==> config.mk <==
export PLATFORM = sky130hd
export DESIGN_NAME = aar_mul
export DESIGN_NICKNAME = d
export VERILOG_FILES = /design/src/sv/aar_pkg.sv /design/src/sv/aar_mul.sv
export SDC_FILE = /design/constraint.sdc
export NUM_CORES = 2
export LEC_CHECK = 0
export BUFFER_PORTS_ARGS = -buffer_cell sky130_fd_sc_hd__buf_2
export CORE_MARGIN = 3
export CORE_UTILIZATION = 45
export DETAILED_ROUTE_END_ITERATION = 10
export PLACE_DENSITY_LB_ADDON = 0.2
export SLEW_MARGIN = 25
export SYNTH_ARGS = -nofsm -noshare
export SYNTH_HDL_FRONTEND = slang
export SYNTH_SLANG_ARGS = --single-unit
==> constraint.sdc <==
create_clock -name aclk -period 22.2 [get_ports aclk]
set_clock_uncertainty 0.2 [all_clocks]
set_input_delay 3.33 -clock aclk [delete_from_list [all_inputs] [get_ports aclk]]
set_output_delay 3.33 -clock aclk [all_outputs]
set_load 0.05 [all_outputs]
==> src/sv/aar_pkg.sv <==
// shared constants and types of the adc average and resistance block
`timescale 1ns / 1ps

package aar_pkg;

    localparam int SAMPLE_W       = 12;
    localparam int LEN_W          = 9;
    localparam int SUM_W          = SAMPLE_W + LEN_W;
    localparam int AVG_W          = 12;
    localparam int MUL_A_W        = 36;
    localparam int MUL_B_W        = 24;
    localparam int PROD_W         = MUL_A_W + MUL_B_W;
    localparam int DIV_N_W        = 60;
    localparam int DIV_D_W        = 44;
    localparam int DIV_CNT_W      = $clog2(DIV_N_W + 1);
    localparam int AVG_STEPS      = SUM_W + 1;
    localparam int S_TDATA_W      = 16;
    localparam int M_TDATA_W      = 80;
    localparam int APB_ADDR_W     = 5;
    localparam int APB_DATA_W     = 32;

    localparam int WINDOW_MAX_DEF  = 256;
    localparam int SAMPLE_BITS_DEF = 12;
    localparam int CODE_LIMIT_DEF  = 4095;

    typedef enum logic [2:0] {
        REG_RPO     = 3'd0,
        REG_WIN     = 3'd1,
        REG_SCALE   = 3'd2,
        REG_MAXV    = 3'd3,
        REG_GAIN    = 3'd4,
        REG_CURRENT = 3'd5,
        REG_R1      = 3'd6,
        REG_R2      = 3'd7
    } reg_index_t;

    typedef struct packed {
        logic busy;
        logic done;
    } div_stat_t;

    typedef struct packed {
        logic done;
        logic emit;
    } win_stat_t;

endpackage

==> src/sv/aar_mul.sv <==
// shared registered multiplier
`timescale 1ns / 1ps

module aar_mul (
    input  logic                        aclk,
    input  logic [aar_pkg::MUL_A_W-1:0] a,
    input  logic [aar_pkg::MUL_B_W-1:0] b,
    output logic [aar_pkg::PROD_W-1:0]  prod
);
    import aar_pkg::*;

    logic [PROD_W-1:0] prod_reg;

    always_ff @(posedge aclk) begin
        prod_reg <= {{MUL_B_W{1'b0}}, a} * {{MUL_A_W{1'b0}}, b};
    end

    assign prod = prod_reg;

endmodule

After elaboration in Yosys (flattened, before gate mapping)
Index checks and enable logic that the tools add are counted.
{ "totals": {"ff_bits": 60, "out_inout_bits": 60} }
{ "classes": {"n_mul": 1} }
{ "ops": {"columns": ["cell", "n"], "rows": [
  ["multiplier 36 x 24 -> 60 bit", 1]
]} }

Depth between registers and ports, before layout
{ "logic_depth": {"ltp_word": 1, "ltp_mapped": 28, "depth_no_buf": 25} }

Worst setup path after synthesis
No wires, ideal clock.
{ "synth_path": {"path_type": "input to register", "startpoint": "input port b[3] (netlist name)", "endpoint": "register prod_reg[53] (netlist: prod[53])", "t_arrival_ns": 9.546, "t_required_ns": 21.886, "slack_ns": 12.339, "cell_stages": 24, "n_path_buf": 2, "path_cell_list": "clkbuf_1 -> clkbuf_1 -> nand2_1 -> fa_1 -> inv_1 -> fa_1 -> inv_1 -> fa_1 -> fa_1 -> fa_1 -> inv_1 -> fa_1 -> inv_1 -> fa_1 -> inv_1 -> ha_1 -> and4_1 -> nand3_1 -> o311ai_2 -> nand3_1 -> and2_1 -> o21a_2 -> mux2i_1 -> a2111oi_0"} }
{ "synth_between": {"elab_chain_cells": 1} }
{ "synth_rtl": {"columns": ["element", "line", "text"], "rows": [
  ["start, declared", "aar_mul.sv:7", "input logic [aar_pkg::MUL_B_W-1:0] b,"],
  ["multiplier 36 x 24 -> 60 bit", "aar_mul.sv:15", "prod_reg <= {{MUL_B_W{1'b0}}, a} * {{MUL_A_W{1'b0}}, b};"],
  ["end signal, assigned", "aar_mul.sv:15", null],
  ["end, declared", "aar_mul.sv:12", "logic [PROD_W-1:0] prod_reg;"]
]} }
No other way between the ends.

Final worst setup path
Ends and elaborated chain as after synthesis.

==> run summary <==
status -> finished, final reports clean
max cap viols -> 0
Period minus WS final -> 10.56 ns
IO Pins -> 121
CP max stage delay -> 0.72 ns
largest net degree at the start of global routing -> 37
grt ovf -> 0
Seq/Total Area, Yosys -> 0.0416
TritonCTS clock tree -> built
post-route ant nets -> 0
crit path DAT -> 10.59 ns
Synth Net Count -> 4190
post-DP HPWL -> 63.0 mm
hold_sp -> a[0]
Slew @ Worst Pin -> 0.998 ns
Initial DRC Count -> 1104
Routed wire per std cell -> 20.2 um
stages on the worst setup path -> 23
hold_ws -> 3.41 ns
CP Data Required Time -> 22.23 ns
Fin. Hold Viols -> 0
Synth Warn # -> 0
Post-Syn Instances -> 3197
crit path cell chain -> buf_2 > nand2_1 > fa_1 > inv_1 > fa_1 > inv_1 > fa_1 > fa_1 > fa_1 > inv_1 > fa_1 > inv_1 > fa_1 > inv_1 > ha_1 > and4_1 > nand3_1 > o311ai_2 > nand3_1 > and2_1 > o21a_2 > mux2i_1 > a2111oi_0
# H-tree levels -> 3
number of post-CTS setup repair buffers -> 0
Setup-failing EPs final -> 0
GRT Total Usage -> 0.251
clock slew at reported path FFs -> 0.06 ns
CTS buffer count -> 9
full die area -> 0.0673 sq mm
Initial Util -> 0.456
slowest CP cell -> buf_2
initial antenna violation count -> 2
vias in the first global route -> 24000
setup_tns -> 0 ns
Hold Crit Class -> in2reg
fillers -> 6205
Hold Path Cell Cnt -> 2
RSZ-0062 raised after global routing -> false
CP endpoint kind -> register
Main synth FF type -> dfxtp_1
TritonRoute pass-1 iters -> 5
Yosys reg bits -> 60
Synth async-reset ratio -> 0
Core Box Area -> 0.0633 sq mm
max-slew violations -> 0
Final #Nets -> 4145
mapped cell area -> 0.0289 sq mm
Setup crit start kind -> primary input
Avg Cell Area, Syn -> 9.03 sq um
Crit path buffers/inverters -> 6
Worst setup startpoint -> b[3]
chip width -> 259 um
relative max-transition margin -> 0.335
count of cell types in the netlist -> 69
Worst Path Max Fanout -> 36
EDFF count, synth -> 0
Hold Buf Count CTS -> 0
first-pass GRT wire length -> 131 mm
Port Buf Inserts -> 120
Layout area overhead -> 4.32%
Bufs on Longest Clock Path -> 2
post_cts resized -> 0
Routability Congestion -> 0.875
max reg flops -> 60
site row count -> 92
Die Y -> 259 um
most used cell, CP -> fa_1
CTS root buf -> clkbuf_16
DR vias/cell -> 5.27
worst setup path category -> in2reg
layout cells sized above 1 -> 0.0488
CP top delay family -> adder cells
clk sinks -> 60
Detailed Route WL -> 81.1 mm
via count -> 21100
Final Cycle Share -> 0.476
FMAX -> 0.0947 GHz
DRC viols -> 0
[final timing paths]
kind / to / slack (ns)
worst max-delay path: prod[53] / 11.64
worst min-delay path: prod[0] / 3.41
[layout by cell type (no fill, tap or decap), types with 2 or more instances in the layout]
master	count
xnor2_1	32
inv_1	791
and2_1	450
a31oi_1	11
o211ai_1	4
nor4_1	2
ha_1	186
o21ai_1	2
clkbuf_16	9
a21o_1	16
o21a_2	2
xor2_1	23
clkbuf_8	2
nor2_1	24
o21ai_0	32
nand4_1	14
nand2b_1	5
clkinvlp_4	2
o21bai_1	11
nand3_1	13
a21boi_0	3
o31ai_1	6
nand2_1	463
nor2b_1	5
dfxtp_1	60
o311a_1	2
a21oi_2	2
or3_1	2
a211oi_1	2
nor3_1	6
buf_2	120
fa_1	746
a21oi_1	66
and2_2	2
o21a_1	6
[per-layer routing]
layer,vias to the layer above,global-route usage,part of all wire
met2,650,0.452,0.52
met5,-,0,0.000086
met1,11200,0.310,0.39
met4,2,0.0947,0.042
li1,9066,-,-
met3,190,0.0246,0.045
[stage by stage]
stage | setup slack, ns | util | cell area, sq um | instances
after global routing | 11.40 | 0.476 | 30100 | 4004
final | 11.64 | 0.476 | 30100 | 4004
after CTS | 11.71 | 0.476 | 30100 | 4003
after global placement | 11.45 | 0.471 | 29800 | 3987
after floorplan | 12.34 | - | 28900 | 3197
after detailed placement | 11.38 | 0.471 | 29800 | 3987
[layout make-up]
class | instances | area [sq um] | area share
timing repair buffer | 120 | 601 | 0.0199
tap | 846 | 1060 | 0.0351
antenna | 1 | 2.50 | 0.0000831
inverter | 791 | 2970 | 0.0985
clock buffer | 11 | 253 | 0.00839
clock inverter | 5 | 58.8 | 0.00195
multi-input combinational | 2170 | 24000 | 0.796
sequential | 60 | 1200 | 0.0399
[cells in the mapped netlist (all sizes together), types with 23 or more instances]
cell    instances  share of area
fa            746           0.52
and2          452          0.098
nor2           24         0.0031
inv           791           0.10
nand2         464          0.060
xnor2          32         0.0097
ha            186          0.081
o21ai          35         0.0062
dfxtp          60          0.042
a21oi          68          0.012
xor2           23         0.0070
clkbuf        168          0.023
[logic make-up after synthesis]
logic type,share of synthesized area
flip-flops,0.0416
AO/OA/AOI/OAI,0.0419
AND/OR/NAND/NOR,0.174
XOR/XNOR,0.0167
adder cells (fa/ha/maj),0.598
buffers and inverters,0.128
multiplexers,0.000347
Power is not shown: default switching activity piles up to over one toggle a cycle in this logic, so the estimate is an artifact.
