**src/sv/aar_pkg.sv**
```systemverilog
// shared constants and types of the adc average and resistance block
`timescale 1ns / 1ps

package aar_pkg;

    localparam int SAMPLE_W       = 12;
    localparam int LEN_W          = 9;
    localparam int SUM_W          = SAMPLE_W + LEN_W;
    localparam int AVG_W          = 12;
    localparam int MUL_A_W        = 36;
    localparam int MUL_B_W        = 24;
    localparam int PROD_W         = MUL_A_W + MUL_B_W;
    localparam int DIV_N_W        = 60;
    localparam int DIV_D_W        = 44;
    localparam int DIV_CNT_W      = $clog2(DIV_N_W + 1);
    localparam int AVG_STEPS      = SUM_W + 1;
    localparam int S_TDATA_W      = 16;
    localparam int M_TDATA_W      = 80;
    localparam int APB_ADDR_W     = 5;
    localparam int APB_DATA_W     = 32;

    localparam int WINDOW_MAX_DEF  = 256;
    localparam int SAMPLE_BITS_DEF = 12;
    localparam int CODE_LIMIT_DEF  = 4095;

    typedef enum logic [2:0] {
        REG_RPO     = 3'd0,
        REG_WIN     = 3'd1,
        REG_SCALE   = 3'd2,
        REG_MAXV    = 3'd3,
        REG_GAIN    = 3'd4,
        REG_CURRENT = 3'd5,
        REG_R1      = 3'd6,
        REG_R2      = 3'd7
    } reg_index_t;

    typedef struct packed {
        logic busy;
        logic done;
    } div_stat_t;

    typedef struct packed {
        logic done;
        logic emit;
    } win_stat_t;

endpackage

```
**src/sv/aar_window.sv**
```systemverilog
// sample ring with running sum and result pacing
`timescale 1ns / 1ps

module aar_window #(
    parameter int WINDOW_MAX = aar_pkg::WINDOW_MAX_DEF
) (
    input  logic                       aclk,
    input  logic                       aresetn,
    input  logic                       restart,
    input  logic                       accept,
    input  logic [aar_pkg::SAMPLE_W-1:0] sample,
    input  logic [aar_pkg::LEN_W-1:0]  len,
    input  logic [aar_pkg::LEN_W-1:0]  rpo,
    output aar_pkg::win_stat_t         stat,
    output logic [aar_pkg::SUM_W-1:0]  sum
);
    import aar_pkg::*;

    localparam int AW = (WINDOW_MAX > 1) ? $clog2(WINDOW_MAX) : 1;
    localparam int CW = ((AW > LEN_W) ? AW : LEN_W) + 1;

    logic [SAMPLE_W-1:0] mem [WINDOW_MAX];
    logic [SAMPLE_W-1:0] old_reg;
    logic [SAMPLE_W-1:0] sample_reg;
    logic                update_reg;
    logic                done_reg;
    logic                emit_reg;
    logic                emit_next;
    logic [AW-1:0]       pos_reg;
    logic [AW-1:0]       pos_next;
    logic [SUM_W-1:0]    sum_reg;
    logic [SUM_W-1:0]    sum_next;
    logic                full_reg;
    logic                full_next;
    logic [LEN_W-1:0]    count_reg;
    logic [LEN_W-1:0]    count_next;
    logic [LEN_W-1:0]    count_inc;
    logic [LEN_W-1:0]    rpo_eff;
    logic [CW-1:0]       pos_inc;
    logic                wrap;

    always_ff @(posedge aclk) begin
        if (accept) begin
            old_reg    <= mem[pos_reg];
            sample_reg <= sample;
        end
        if (update_reg) begin
            mem[pos_reg] <= sample_reg;
        end
    end

    always_comb begin
        rpo_eff    = (rpo == '0) ? LEN_W'(1) : rpo;
        pos_inc    = CW'(pos_reg) + CW'(1);
        wrap       = pos_inc >= CW'(len);
        count_inc  = count_reg + LEN_W'(1);
        sum_next   = sum_reg;
        pos_next   = pos_reg;
        full_next  = full_reg;
        count_next = count_reg;
        emit_next  = 1'b0;
        if (!full_reg) begin
            sum_next = sum_reg + SUM_W'(sample_reg);
            if (wrap) begin
                pos_next   = '0;
                full_next  = 1'b1;
                count_next = '0;
                emit_next  = 1'b1;
            end else begin
                pos_next = AW'(pos_inc);
            end
        end else begin
            sum_next = sum_reg - SUM_W'(old_reg) + SUM_W'(sample_reg);
            pos_next = wrap ? '0 : AW'(pos_inc);
            if (count_inc >= rpo_eff) begin
                count_next = '0;
                emit_next  = 1'b1;
            end else begin
                count_next = count_inc;
            end
        end
    end

    always_ff @(posedge aclk) begin
        if (!aresetn || restart) begin
            update_reg <= 1'b0;
            done_reg   <= 1'b0;
            emit_reg   <= 1'b0;
            pos_reg    <= '0;
            sum_reg    <= '0;
            full_reg   <= 1'b0;
            count_reg  <= '0;
        end else begin
            update_reg <= accept;
            done_reg   <= update_reg;
            if (update_reg) begin
                emit_reg  <= emit_next;
                pos_reg   <= pos_next;
                sum_reg   <= sum_next;
                full_reg  <= full_next;
                count_reg <= count_next;
            end
        end
    end

    assign stat.done = done_reg;
    assign stat.emit = emit_reg;
    assign sum       = sum_reg;

endmodule

```
**config.mk**
```make
export PLATFORM = sky130hd
export DESIGN_NAME = aar_window
export DESIGN_NICKNAME = d
export VERILOG_FILES = /design/src/sv/aar_pkg.sv /design/src/sv/aar_window.sv
export SDC_FILE = /design/constraint.sdc
export NUM_CORES = 2
export LEC_CHECK = 0
export BUFFER_PORTS_ARGS = -buffer_cell sky130_fd_sc_hd__buf_2
export CAP_MARGIN = 20
export CELL_PAD_IN_SITES_DETAIL_PLACEMENT = 0
export CELL_PAD_IN_SITES_GLOBAL_PLACEMENT = 1
export CORE_MARGIN = 5
export CORE_UTILIZATION = 47
export CTS_CLUSTER_SIZE = 10
export DETAILED_ROUTE_END_ITERATION = 16
export PLACE_DENSITY_LB_ADDON = 0.25
export SLEW_MARGIN = 20
export SYNTH_ARGS = -nofsm -noshare
export SYNTH_HDL_FRONTEND = slang
export SYNTH_SLANG_ARGS = --single-unit
```
**constraint.sdc**
```tcl
create_clock -name aclk -period 14 [get_ports aclk]
set_clock_uncertainty 0.2 [all_clocks]
set_input_delay 1.4 -clock aclk [delete_from_list [all_inputs] [get_ports aclk]]
set_output_delay 1.4 -clock aclk [all_outputs]
set_load 0.1 [all_outputs]
```
* Word level (Yosys, flattened, before mapping)
Memories as Yosys holds them, arrays and structs flattened. A register that Yosys moved wholly into a read port is not among the register bits.
Index checks and enable logic that the tools add are counted.
** Storage, ports and cells
- Flip-flop bits (word level) :: 54
- ROM bits :: 0
- Memories kept :: 1
- Bits in latches :: 0
- RAM bits :: 3072
** Cells by class
- $mul :: 0
- Magnitude comparators :: 2
- Equality and inequality tests :: 0
- Div/mod/pow operators :: 0
- Reductions and logical operators :: 5
- Shift operators :: 0
- Bitwise logic cells :: 0
- Add/sub/neg operators :: 5
- Multiplexer cells :: 12
** Memory list
- mem :: words 256, bits a word 12, rd ports 1, clocked after memory_dff 1, write ports 1, line aar_window.sv:22 : logic [SAMPLE_W-1:0] mem [WINDOW_MAX];
** Operators with widths (count)
- $add A21 B12 Y21 :: 2
- $mux W9 :: 4
- $mux W21 :: 1
- $sub A21 B12 Y21 :: 1
- $ge A9 B9 Y1 :: 2
- $add A8 B1 Y9 const B :: 1
- $add A9 B1 Y9 const B :: 1
- $logic_not A9 Y1 :: 1
- $mux W8 :: 1
- $mux W1 :: 6
- $reduce_and A2 Y1 :: 1
- $reduce_bool A2 Y1 :: 1
- $logic_not A1 Y1 :: 1
- $logic_or A1 B1 Y1 :: 1

* Logic depth before layout (Yosys ltp)
- Depth in word-level cells :: 5
- Mapped depth :: 18
- Mapped depth without buffers :: 13

* Worst setup path before layout
OpenSTA, ideal clock, no wires.
- Path type :: register to register
- From :: register sample_reg[1]
- To :: register sum_reg[18] (netlist: sum[18])
- Data arrival time :: 6449 ps
- Clock period less this slack :: 6776 ps
- Library setup time :: 127 ps
- Cell stages (with the launch flop) :: 13
- Required time :: 13673 ps
- Setup slack :: 7224 ps
- Cell sequence :: edfxtp_1 -> inv_1 -> fa_1 -> inv_1 -> fa_1 -> a21o_1 -> a221oi_1 -> o2111ai_1 -> a31oi_1 -> nor2b_1 -> o21a_1 -> o311ai_0 -> o21ai_0
** Between the ends
- Cells in the longest elaborated chain, start to end :: 2
** Ends and longest elaborated chain
- start: declaration :: line aar_window.sv:24 : logic [SAMPLE_W-1:0] sample_reg;
- start signal: assignment :: line aar_window.sv:45 : sample_reg <= sample;
- $add A21 B12 Y21, on equally long branches :: line aar_window.sv:63, aar_window.sv:73
- $mux W21 * :: line aar_window.sv:62 : if (!full_reg) begin
- end signal: assignment :: line aar_window.sv:99 : sum_reg <= sum_next;
- end: declaration :: line aar_window.sv:31 : logic [SUM_W-1:0] sum_reg;
Every way passes the cells marked *; elsewhere a longest branch is shown, timed or not.
A chain may end at the register's enable or synchronous reset.

==> results.cfg <==
[synthesis]
synth.yosys.seq_area_share_pct = 76.2
synth_edf_count = 3096
syn_nets = 5546
yosys.area.top_type_share_pct = 75.6
syn_inst = 5436
ys.flop_type = edfxtp_1
yosys_warnings = 0
yosysTopAreaCell = edfxtp_1
synth.most_common_cell = edfxtp_1
synthTopCellsByArea = edfxtp_1, mux4_2, nor2_1, dfxtp_1, ha_1
avgSynthCellArea_um2 = 22.6
netlist_area_um2 = 123000
async_flop_share_pct = 0
synth_common_cells = edfxtp_1, mux4_2, nor2_1, clkbuf_1, buf_2
synth_seq_cells = 3138
netlist-cell-type-count = 63

[critical_path]
slowest_stage = a2111oi_1
timing.rr.end = old_reg[3]
reg2reg_depth = 9
arrival_ns = 6.63
r2r_start = pos_reg[1]
required_ns = 14.49
worst_setup_path_start_kind = register
rrSetupSlack_ns = 7.86
cp_max_fo = 105
crit_chain = buf_12 -> buf_4 -> buf_4 -> mux4_2 -> mux4_2 -> nor2b_1 -> a2111oi_1 -> nand3_1 -> a311o_1
crit_start = pos_reg[1]
slowest_delay_ns = 0.91
crit_end = old_reg[3]
crit_type = reg2reg
crit_path_end_kind = register

[route]
drt_iter0_drc = 6725
drt-wirelength-per-cell_um = 32.9
vias = 58300
drt-total-wl_um = 311000
vias_per_cell = 6.16
drtAntennaViolNets = 0
drc = 0
drtPass1Iterations = 5

[placement]
port_buffers = 56
placed_area_um2 = 129000
routabilityCongestion = 0.827
place_hpwl_um = 186000

[clocking]
ctsHoldBuffers = 0
clock_latency_ns = 0.97
clockRootBuffer = clkbuf_16
numClockSinks = 3138
post_cts_buffers = 0
clockBufferDepth = 4
cts_max_level = 5
post_cts_resized = 0
cts.clk_slew.worst_paths_ns = 0.06
cts_tree = done
numCtsBuffers = 371

[flow_run]
cap_violations = 0

[power_and_ir_drop]
power_density_nw_per_um2 = 138
ir_worst_vdd_mv = 0.142
p_leak_nw = 42.1

[final_layout]
multiInputGateArea_um2 = 27800
largest_register_ffs = 3072
nets = 5988
drive_gt1_share_pct = 30.4
stdcell_area_um2 = 139000
fill_cells = 19700
syn2layout_area_growth_pct = 13.0
seqCellArea_um2 = 93800

[global_routing]
grt_pass1_vias = 59100
grt_max_degree = 193
grt_antenna_before_repair = 11
grt_pass1_wl_um = 446000
track_usage_pct = 22.9
grt-ovfl-total = 0

[die]
fp.dieH_um = 522
die_w_um = 522
die-area_um2 = 272000
initial_utilization_pct = 47.3
num_rows = 187
core_area_um2 = 260000
io_pins = 57

[status]
outcome = completed

[sta]
finalHoldViolations = 0
worst_pin_slew_ns = 1.15
fin_crit_sh_pct = 43.9
tns_ns = 0
finalSetupViolCount = 0
maxSlewHeadroom_pct = 23.3
period_minus_slack_ns = 6.14
final_max_slew_viol_count = 0
grt_setup_unrepaired = no
fmax_ghz = 0.163

[hold_path]
min_path_type = reg2reg
## per-stage QoR
step                      setup slack, ns  total power, mW  hold WS (ns)  utilization, %  cells
after floorplan                      7.22             10.9         0.262               -   5436
after global placement               7.53             11.1         0.307            49.6   8998
after detailed placement             7.79             11.1         0.286            49.6   8999
after CTS                            7.80             19.3         0.296            53.4   9459
after global routing                 7.52             19.7         0.324            53.5   9462
final                                7.86             19.1         0.297            53.5   9466
## worst max-delay path, delay by kind of cell (launching register included)
| kind | cells | cell delay, ns |
|---|---|---|
| AO/OA/AOI/OAI | 2 | 1.23 |
| buffers and inverters | 3 | 2.07 |
| flip-flops | 1 | 0.88 |
| multiplexers | 2 | 0.90 |
| AND/OR/NAND/NOR | 2 | 0.34 |
## routing by layer
layer	routed length, um	track usage, %	vias to the layer above
met4	9380	6.97	6
met2	148000	35.7	2413
met3	26100	5.00	468
met1	128000	32.9	31600
met5	41	0	-
li1	-	-	23800
## worst min-delay path by stage
stage                 startpoint            to  slack (ns)  depth (start not counted)
global route        count_reg[8]  count_reg[8]        0.32                          2
CTS                 count_reg[8]  count_reg[8]        0.30                          2
detailed placement  count_reg[8]  count_reg[8]        0.29                          2
floorplan           count_reg[8]  count_reg[8]        0.26                          2
finish              count_reg[8]  count_reg[8]        0.30                          2
global placement    count_reg[8]  count_reg[8]        0.31                          2
## kinds of logic (layout without fill, tap and decap cells)
family / count (synthesis) / after routing / share of synthesized area [%]
xor gates and xnor gates: 34 / 34 / 0.242
other: 0 / 5 / 0
buffers and inverters: 382 / 911 / 1.37
adders and majority gates: 76 / 76 / 0.852
DFF: 3138 / 3138 / 76.2
muxes: 1002 / 1002 / 17.9
AOI/OAI and AO/OA: 249 / 249 / 1.37
and+or+nand+nor: 555 / 555 / 2.02
## where the power goes
| group | internal (mW) | switching, mW |
|---|---|---|
| Combinational | 0.127 | 0.366 |
| Sequential | 10.4 | 0.0120 |
| Clock | 4.80 | 3.41 |
## area by class of cell
| type | instances | share of cell area, % |
|---|---|---|
| inverter | 84 | 0.227 |
| clock buffer | 434 | 6.94 |
| antenna | 5 | 0.00900 |
| sequential | 3138 | 67.5 |
| clock inverter | 26 | 0.148 |
| multi-input combinational | 1916 | 20.0 |
| tap | 3496 | 3.14 |
| timing repair buffer | 367 | 2.05 |
## layout by cell type, fill, tap and decap left out, drive strengths merged, types with 7 or more instances in the layout
cell type and count:
edfxtp 3096, mux4 958, clkbuf 434, buf 367
nor2 286, inv 90, nand2 65, nand3 65
ha 63, a21oi 61, dfxtp 42, nor2b 39
mux2i 39, o21ai 36, nor3 32, xnor2 22
a21o 20, nand2b 19, a211oi 19, clkinv 18
a22oi 16, o22ai 15, fa 13, and3 12
xor2 12, nand4 12, a31oi 11, o21a 10
and2 8, a311oi 7
Power figures use the tool's default switching activity.
