<file path="src/sv/aar_pkg.sv">
// shared constants and types of the adc average and resistance block
`timescale 1ns / 1ps

package aar_pkg;

    localparam int SAMPLE_W       = 12;
    localparam int LEN_W          = 9;
    localparam int SUM_W          = SAMPLE_W + LEN_W;
    localparam int AVG_W          = 12;
    localparam int MUL_A_W        = 36;
    localparam int MUL_B_W        = 24;
    localparam int PROD_W         = MUL_A_W + MUL_B_W;
    localparam int DIV_N_W        = 60;
    localparam int DIV_D_W        = 44;
    localparam int DIV_CNT_W      = $clog2(DIV_N_W + 1);
    localparam int AVG_STEPS      = SUM_W + 1;
    localparam int S_TDATA_W      = 16;
    localparam int M_TDATA_W      = 80;
    localparam int APB_ADDR_W     = 5;
    localparam int APB_DATA_W     = 32;

    localparam int WINDOW_MAX_DEF  = 256;
    localparam int SAMPLE_BITS_DEF = 12;
    localparam int CODE_LIMIT_DEF  = 4095;

    typedef enum logic [2:0] {
        REG_RPO     = 3'd0,
        REG_WIN     = 3'd1,
        REG_SCALE   = 3'd2,
        REG_MAXV    = 3'd3,
        REG_GAIN    = 3'd4,
        REG_CURRENT = 3'd5,
        REG_R1      = 3'd6,
        REG_R2      = 3'd7
    } reg_index_t;

    typedef struct packed {
        logic busy;
        logic done;
    } div_stat_t;

    typedef struct packed {
        logic done;
        logic emit;
    } win_stat_t;

endpackage

</file>
<file path="src/sv/aar_div.sv">
// shared restoring divider, one quotient bit per cycle
`timescale 1ns / 1ps

module aar_div (
    input  logic                          aclk,
    input  logic                          aresetn,
    input  logic                          start,
    input  logic [aar_pkg::DIV_N_W-1:0]   num,
    input  logic [aar_pkg::DIV_D_W-1:0]   den,
    input  logic [aar_pkg::DIV_CNT_W-1:0] steps,
    output aar_pkg::div_stat_t            stat,
    output logic [aar_pkg::DIV_N_W-1:0]   quo,
    output logic [aar_pkg::DIV_D_W-1:0]   rem
);
    import aar_pkg::*;

    logic [DIV_N_W-1:0]   quo_reg;
    logic [DIV_D_W-1:0]   rem_reg;
    logic [DIV_D_W-1:0]   den_reg;
    logic [DIV_CNT_W-1:0] cnt_reg;
    logic                 busy_reg;
    logic                 done_reg;
    logic [DIV_D_W:0]     trial;
    logic [DIV_D_W:0]     trial_sub;
    logic                 ge;

    assign trial     = {rem_reg, quo_reg[DIV_N_W-1]};
    assign trial_sub = trial - {1'b0, den_reg};
    assign ge        = trial >= {1'b0, den_reg};

    always_ff @(posedge aclk) begin
        if (!aresetn) begin
            busy_reg <= 1'b0;
            done_reg <= 1'b0;
            cnt_reg  <= '0;
        end else begin
            done_reg <= 1'b0;
            if (start) begin
                busy_reg <= 1'b1;
                cnt_reg  <= steps;
            end else if (busy_reg) begin
                cnt_reg <= cnt_reg - DIV_CNT_W'(1);
                if (cnt_reg == DIV_CNT_W'(1)) begin
                    busy_reg <= 1'b0;
                    done_reg <= 1'b1;
                end
            end
        end
    end

    always_ff @(posedge aclk) begin
        if (start) begin
            quo_reg <= num;
            rem_reg <= '0;
            den_reg <= den;
        end else if (busy_reg) begin
            rem_reg <= ge ? trial_sub[DIV_D_W-1:0] : trial[DIV_D_W-1:0];
            quo_reg <= {quo_reg[DIV_N_W-2:0], ge};
        end
    end

    assign stat.busy = busy_reg;
    assign stat.done = done_reg;
    assign quo       = quo_reg;
    assign rem       = rem_reg;

endmodule

</file>
<file path="config.mk">
export PLATFORM = sky130hd
export DESIGN_NAME = aar_div
export DESIGN_NICKNAME = d
export VERILOG_FILES = /design/src/sv/aar_pkg.sv /design/src/sv/aar_div.sv
export SDC_FILE = /design/constraint.sdc
export NUM_CORES = 1
export LEC_CHECK = 0
export ABC_AREA = 1
export ABC_CLOCK_PERIOD_IN_PS = 3000
export BUFFER_PORTS_ARGS = -buffer_cell sky130_fd_sc_hd__buf_4
export CORE_ASPECT_RATIO = 0.5
export CORE_MARGIN = 4
export CORE_UTILIZATION = 45
export DETAILED_ROUTE_END_ITERATION = 10
export PLACE_DENSITY = 0.76
export SLEW_MARGIN = 30
export SYNTH_ARGS = -nofsm -noshare
export SYNTH_HDL_FRONTEND = slang
export SYNTH_SLANG_ARGS = --single-unit
</file>
<file path="constraint.sdc">
create_clock -name aclk -period 3 [get_ports aclk]
set_input_delay 0.45 -clock aclk [delete_from_list [all_inputs] [get_ports aclk]]
set_output_delay 0.45 -clock aclk [all_outputs]
set_load 0.1 [all_outputs]
</file>
Word level (Yosys, flattened, before mapping). Cells that the tools add are included.

Logic and storage cells: 23. Output and inout bits: 106. Input port bits: 113. Register bits after elaboration: 156.

Bitwise gates (word level): 2. Mux-type cells: 9. $add $sub $neg: 2. Reduce and logical (&&, ||, !) cells: 2. $lt $le $gt $ge: 1. Eq/ne operators: 1.

Operators by type and width (count): $mux 60 (2); $ge 45x44->1 (1); $mux 44 (1); $sub 44x44->44 (1); $mux 6 (2); $eq 6x1->1 const B (1); $sub 6x1->6 const B (1); $mux 1 (4); $reduce_or 3->1 (1); $not 1->1 (2); $reduce_bool 2->1 (1).

Depth between registers and ports, before layout. Gate-level depths: netlist (run 1).

Depth after elaboration: 4. Gate-level depth with buffers: 17. Depth with buffers taken out: 17.

Worst setup path before layout (run 1). OpenSTA, ideal clock, no wires.

Path kind: in2reg. Start point: input port start. End point: register quo_reg[0], in the netlist quo[0] (enable). Required time: 2551 ps. Data arrival time: 2426 ps. Stages on the path: 3. Slack: 125 ps. Path buffers: 1. Path through: nor2_1 > inv_1 > clkbuf_1.

Word-level cells in the longest chain between the ends: 1.

Ends and longest elaborated chain: start: declaration (line aar_div.sv:7) `input logic start,`; $reduce_bool 2->1 (no source line); end signal: assignment (line aar_div.sv:53) `quo_reg <= num;`; end signal: assignment (line aar_div.sv:58) `quo_reg <= {quo_reg[DIV_N_W-2:0], ge};`; end: declaration (line aar_div.sv:17) `logic [DIV_N_W-1:0] quo_reg;`.

Every way passes these cells. A chain may end at the register's enable or synchronous reset.

Worst setup path in the final report (run 1).
Start point: register rem_reg[38], in the netlist rem[38]. End point: register rem_reg[0], in the netlist rem[0].

Word-level cells in the longest chain between the ends: 2.

Ends and longest elaborated chain: start: declaration (line aar_div.sv:18) `logic [DIV_D_W-1:0] rem_reg;`; start signal: assignment (line aar_div.sv:57) `rem_reg <= ge ? trial_sub[DIV_D_W-1:0] : trial[DIV_D_W-1:0];`; $ge 45x44->1 (line aar_div.sv:29) `assign ge = trial >= {1'b0, den_reg};`; $mux 44 (line aar_div.sv:57).

Every way passes these cells.

==> results.sh, run 1 <==
export IMPL_status="finished clean"
export IMPL_syn_num_nets=1638
export IMPL_clock_latency_ns=0.45
export IMPL_wl_um=31200
export IMPL_cts_tree="built"
export IMPL_fillCellCount=2193
export IMPL_hpwlAfterDp_um=24200
export IMPL_yosysUniqueCellTypes=42
export IMPL_clkTransAtPathRegs_ns=0.07
export IMPL_ys_seq_elements=156
export IMPL_crit_family="simple AND/OR/NAND/NOR gates"
export IMPL_max_freq_mhz=385
export IMPL_core_area_um2=22100
export IMPL_drive_gt1_frac=0.179
export IMPL_final_setup_viol_count=0
export IMPL_antenna_found_initial=0
export IMPL_initial_core_util=0.467
export IMPL_r2r_start="rem[38]"
export IMPL_vias_per_cell=4.90
export IMPL_dp_slack_ns=0.476
export IMPL_hold_start="den[38]"
export IMPL_htree_levels=4
export IMPL_critPathMaxFanout=18
export IMPL_cts_max_path_buffers=2
export IMPL_drv_slew=0
export IMPL_die_y_um=115
export IMPL_grt_ovfl_total=0
export IMPL_worstHoldPathType="in2reg"
export IMPL_syn_inst=1478
export IMPL_fin_cells=2000
export IMPL_cts_root_buffer="clkbuf_16"
export IMPL_post_cts_resized=0
export IMPL_gp_congestion=0.984
export IMPL_cp_data_required_time_ns=3.32
export IMPL_fin_crit_sh=0.865
export IMPL_numPortBuffers=218
export IMPL_setup_tns_ns=0
export IMPL_ys_seq_area_frac=0.404
export IMPL_drv_cap=0
export IMPL_grt_pass1_vias=9432
export IMPL_drt_pass1_iter_count=7
export IMPL_clock_skew_ns=0.0131
export IMPL_synth_area_um2=10300
export IMPL_largest_register_ffs=60
export IMPL_crit_slowest_cell="ha_1"
export IMPL_drtAntennaViolNets=0
export IMPL_hold_buffers=0
export IMPL_path_buf_inv=2
export IMPL_io_pins=219
export IMPL_drtIter0Drc=838
export IMPL_final_nets=1847
export IMPL_p_per_area_nw_per_um2=481
export IMPL_max_stage_delay_ns=0.37
export IMPL_cts_setup_buffers=0
export IMPL_max_slew_margin=0.564
export IMPL_fin_ws_ns=0.406
export IMPL_criticalPathCategory="reg2reg"
export IMPL_place_inst=1968
export IMPL_post_route_min_period_ns=2.59
export IMPL_grt_max_degree=96
export IMPL_drc=0
export IMPL_arrival_ns=2.92
export IMPL_rr_endpoint="rem[0]"
export IMPL_synthToLayoutAreaGrowth_pct=24.1
export IMPL_hold_path_depth=1
export IMPL_syn_area_per_cell_um2=6.97
export IMPL_holdPathEnd="den_reg[38]"
export IMPL_finalHoldViolations=0
export IMPL_grt_pass1_wl_um=49500
export IMPL_leakage_nw=6.84
export IMPL_p_total_w=0.00615
export IMPL_wl_per_cell_um=15.6
export IMPL_ys_warn_count=0
export IMPL_path_cells="ha_1 > nand2_1 > inv_1 > a21oi_1 > nor2_1 > nor2_1 > nand2_2 > nor2_8 > buf_4 > nand3_1 > nand3_1 > o21ai_0"
export IMPL_ff2ff_path_depth=12
export IMPL_ir_worst_vdd_mv=0.392
export IMPL_fin_util=0.580
export IMPL_clock_sinks=156
export IMPL_dr_total_vias=9801
export IMPL_r2r_setup_slack_ns=0.41
export IMPL_die_x_um=222
export IMPL_grt_setup_unrepaired="false"
export IMPL_rows=38
export IMPL_cp_start_kind="flip-flop"
export IMPL_die_area_um2=25500
export IMPL_antenna_cells=0
export IMPL_end_kind="flip-flop"
export IMPL_tightest_slew_ns=0.653
export IMPL_globalRouteTotalUtil=0.244
export IMPL_cts_made_buffers=17
## worst max-delay path by stage
stage | startpoint | end | cells after the start
after CTS | rem[39] | rem[0] | 12
final | rem[38] | rem[0] | 12
after floorplan | start | quo[0] | 3
after global routing | den_reg[40] | rem[33] | 15
after global placement | rem[38] | rem[43] | 14
after detailed placement | rem[39] | rem[0] | 12
## final cells by class
| class | count | area (µm²) | area share |
|---|---|---|---|
| multi-input cells | 1028 | 4970 | 0.389 |
| clock buffers | 21 | 450 | 0.0352 |
| flip-flops and latches | 156 | 4160 | 0.326 |
| clock inverters | 11 | 133 | 0.0104 |
| well taps | 300 | 375 | 0.0294 |
| repair buffers | 227 | 1730 | 0.135 |
| inverters | 257 | 965 | 0.0754 |
## metal layers
layer	wire length, µm	GRT usage	vias up
li1	-	-	4984
met1	14800	0.338	4464
met2	13500	0.386	332
met3	2620	0.0758	21
met4	269	0.0446	0
met5	0	0	-
## report_power, final
part | leakage, nW | total [W] | internal, W | switching, W
registers | 1.47 | 0.00255 | 0.00247 | 0.0000780
logic | 5.09 | 0.00141 | 0.000357 | 0.00105
clock network | 0.279 | 0.00219 | 0.00126 | 0.000935
## metrics by stage
| step | instance area [µm²] | hold slack [ns] |
|---|---|---|
| after floorplan | 10300 | 0.468 |
| after global placement | 12200 | 0.473 |
| after detailed placement | 12200 | 0.480 |
| after CTS | 12800 | 0.157 |
| after global routing | 12800 | 0.154 |
| final | 12800 | 0.177 |
## Yosys cell counts
| library cell | number | share of area |
|---|---|---|
| a21oi_2 | 2 | 0.0017 |
| nand3_1 | 100 | 0.049 |
| a31oi_1 | 4 | 0.0024 |
| a21boi_0 | 1 | 0.00073 |
| xnor2_1 | 22 | 0.019 |
| dfxtp_1 | 52 | 0.10 |
| and2_1 | 1 | 0.00061 |
| nand2_1 | 629 | 0.23 |
| nand2_4 | 1 | 0.0011 |
| clkbuf_1 | 16 | 0.0058 |
| inv_2 | 9 | 0.0033 |
| nor3_2 | 1 | 0.00097 |
| o21ai_1 | 13 | 0.0063 |
| nor2_1 | 78 | 0.028 |
| clkinv_1 | 3 | 0.0011 |
| nand3_2 | 8 | 0.0078 |
| buf_2 | 8 | 0.0039 |
| edfxtp_1 | 104 | 0.30 |
| nand4_1 | 8 | 0.0049 |
| o21bai_1 | 3 | 0.0022 |
| nand2_8 | 2 | 0.0039 |
| buf_8 | 1 | 0.0015 |
| o221ai_1 | 1 | 0.00085 |
| a22oi_1 | 1 | 0.00073 |
| o21a_1 | 2 | 0.0015 |
| ha_1 | 46 | 0.056 |
| nor2_8 | 1 | 0.0019 |
| inv_1 | 245 | 0.089 |
| nor2_4 | 2 | 0.0022 |
| nand2_2 | 10 | 0.0061 |
| a21o_1 | 1 | 0.00073 |
| nand3b_1 | 27 | 0.020 |
| nor2_2 | 9 | 0.0055 |
| buf_4 | 3 | 0.0022 |
| buf_6 | 5 | 0.0055 |
| fa_1 | 1 | 0.0019 |
| xor2_1 | 4 | 0.0034 |
| a21oi_1 | 30 | 0.015 |
| buf_1 | 4 | 0.0015 |
| nor3_1 | 6 | 0.0029 |
| or2_2 | 2 | 0.0012 |
| o21ai_0 | 12 | 0.0058 |
## kinds of logic (layout without fill, tap and decap cells)
kind of cell	after synthesis	after routing	share of synthesized area
flip-flops	156	156	0.404
AND/OR/NAND/NOR	885	885	0.365
buffers and inverters	294	516	0.114
AO/OA/AOI/OAI	70	70	0.0375
adder cells (fa/ha/maj)	47	47	0.0578
XOR/XNOR	26	26	0.0221
## worst reg2reg max path, delay by kind of cell, from the launching register on
family	cells	cell delay, ns
AND/OR/NAND/NOR	7	1.05
buffers and inverters	2	0.37
AO/OA/AOI/OAI	2	0.34
adder cells (fa/ha/maj)	1	0.37
flip-flops	1	0.34
## placed cells by master, fill, tap and decap left out, types with 27 or more instances in the layout
cell and n:
edfxtp_1 104, dfxtp_1 52, nand3_1 100, buf_4 225, ha_1 46, inv_1 244, nor2_1 77, nand3b_1 27
nand2_1 629, a21oi_1 30
No activity file was read; power rests on OpenSTA's default activity.
==> run 2, diff against run 1 <==
==> constraint.sdc (replaced) <==
create_clock -name aclk -period 3 [get_ports aclk]
set_input_delay 0.9 -clock aclk [delete_from_list [all_inputs] [get_ports aclk]]
set_output_delay 0.9 -clock aclk [all_outputs]
set_load 0.1 [all_outputs]
==> run 2 against run 1 <==
Critical path depth up 2. Clock power fell by 5%. Maximum frequency rose by 2.3%. Clock skew barely moved. Worst hold slack gained 0.31 ns. Global-route usage fell by 0.67 points. Routed wire length down 2.3%. Final area is 0.16% lower. First-iteration DRC count decreased by 22%. Highest routed layer unchanged. Non-clock buffer count is 1 higher.
==> results.sh, run 2 (same netlist as run 1, synthesis figures left out) <==
export IMPL_status="finished clean"
export IMPL_gp_congestion=0.982
export IMPL_cp_start_kind="flip-flop"
export IMPL_cp_data_required_time_ns=3.34
export IMPL_wl_um=30500
export IMPL_drtIter0Drc=654
export IMPL_cts_setup_buffers=0
export IMPL_die_y_um=115
export IMPL_max_freq_mhz=395
export IMPL_seqCellArea_um2=4160
export IMPL_wl_per_cell_um=15.2
export IMPL_initial_core_util=0.467
export IMPL_grt_pass1_wl_um=48200
export IMPL_dr_total_vias=9741
export IMPL_cpMostUsedCell="nand2_1"
export IMPL_grt_max_degree=106
export IMPL_antenna_found_initial=0
export IMPL_critPathMaxFanout=20
export IMPL_grt_setup_unrepaired="false"
export IMPL_ir_worst_vdd_mv=0.377
export IMPL_cts_max_path_buffers=2
export IMPL_clock_sinks=156
export IMPL_final_setup_viol_count=0
export IMPL_path_cells="ha_1 > nand2_1 > inv_1 > a21oi_1 > nor2_1 > nor2_1 > nand2_2 > nor2_8 > buf_4 > nand3_1 > nand2_1 > inv_1 > nand2_1 > nand2_1"
export IMPL_numPortBuffers=218
export IMPL_max_slew_margin=0.579
export IMPL_max_stage_delay_ns=0.37
export IMPL_drt_pass1_iter_count=5
export IMPL_layout_common_cells="629 x nand2_1, 244 x inv_1, 226 x buf_4, 104 x edfxtp_1, 100 x nand3_1"
export IMPL_globalRouteTotalUtil=0.238
export IMPL_core_area_um2=22100
export IMPL_grt_ovfl_total=0
export IMPL_clock_latency_ns=0.44
export IMPL_htree_levels=4
export IMPL_drv_slew=0
export IMPL_drv_cap=0
export IMPL_antenna_cells=0
export IMPL_setup_tns_ns=0
export IMPL_fin_util=0.579
export IMPL_final_nets=1848
export IMPL_post_route_min_period_ns=2.53
export IMPL_cts_tree="built"
export IMPL_arrival_ns=2.87
export IMPL_crit_slowest_cell="ha_1"
export IMPL_hpwlAfterDp_um=23800
export IMPL_drive_gt1_frac=0.180
export IMPL_die_area_um2=25500
export IMPL_cts_root_buffer="clkbuf_16"
export IMPL_largest_register_ffs=60
export IMPL_worstHoldPathType="reg2reg"
export IMPL_post_cts_resized=0
export IMPL_leakage_nw=6.84
export IMPL_tightest_slew_ns=0.632
export IMPL_drc=0
export IMPL_drtAntennaViolNets=0
export IMPL_grt_pass1_vias=9099
export IMPL_path_buf_inv=3
export IMPL_criticalPathCategory="reg2reg"
export IMPL_rows=38
export IMPL_clkTransAtPathRegs_ns=0.07
export IMPL_clock_skew_ns=0.0128
export IMPL_fin_crit_sh=0.845
export IMPL_fillCellCount=2209
export IMPL_io_pins=219
export IMPL_crit_family="simple AND/OR/NAND/NOR gates"
export IMPL_p_total_w=0.00604
export IMPL_p_per_area_nw_per_um2=473
export IMPL_cts_made_buffers=17
export IMPL_finalHoldViolations=0
export IMPL_synthToLayoutAreaGrowth_pct=23.9
export IMPL_multi_input_area_um2=4970
export IMPL_vias_per_cell=4.87
export IMPL_final_common_cell="nand2_1"
export IMPL_end_kind="flip-flop"
export IMPL_die_x_um=222
export IMPL_hold_buffers=0
-- run 2: worst paths after layout --
kind	from	to	slack, ns	cells after the start
setup / recovery	rem[39]	rem[35]	0.47	14
hold / removal	rem[19]	rem[19]	0.48	2
setup reg to reg	rem[39]	rem[35]	0.47	14
hold reg to reg	rem[19]	rem[19]	0.48	2
-- run 2: cell type report --
type / count / area share
Timing Repair Buffer: 228 / 0.136
Inverter: 257 / 0.0756
Sequential cell: 156 / 0.326
Clock buffer: 21 / 0.0353
Multi-Input combinational cell: 1028 / 0.389
Tap cell: 300 / 0.0294
Clock inverter: 11 / 0.00823
-- run 2: through the flow --
step           hold WS (ns)  setup slack (ns)  cell area [µm²]  instances
6_report              0.485             0.465            12800       2001
2_1_floorplan         0.468             0.294            10300       1478
3_3_place_gp          0.472             0.483            12200       1969
3_5_place_dp          0.475             0.493            12200       1969
5_1_grt               0.509             0.168            12800       2001
4_1_cts               0.485             0.475            12800       2001
-- run 2: tightest hold or removal path: cells and delay by family, from the launching register on --
kind	cells	cell delay, ns
flops	1	0.33
simple gates	2	0.11
-- run 2: where the power goes --
| group | total [W] | internal, W | leakage, nW | switching, W |
|---|---|---|---|---|
| clock network | 0.00208 | 0.00117 | 0.273 | 0.000906 |
| logic | 0.00142 | 0.000359 | 5.10 | 0.00106 |
| registers | 0.00254 | 0.00247 | 1.47 | 0.0000765 |
| total | 0.00604 | 0.00400 | 6.84 | 0.00204 |
-- run 2: routing by layer --
metal,vias up,global-route usage,part of all wire
met5,-,0,0
met4,0,0.0421,0.0069
met3,13,0.0681,0.084
met2,335,0.376,0.44
met1,4403,0.332,0.47
li1,4990,-,-
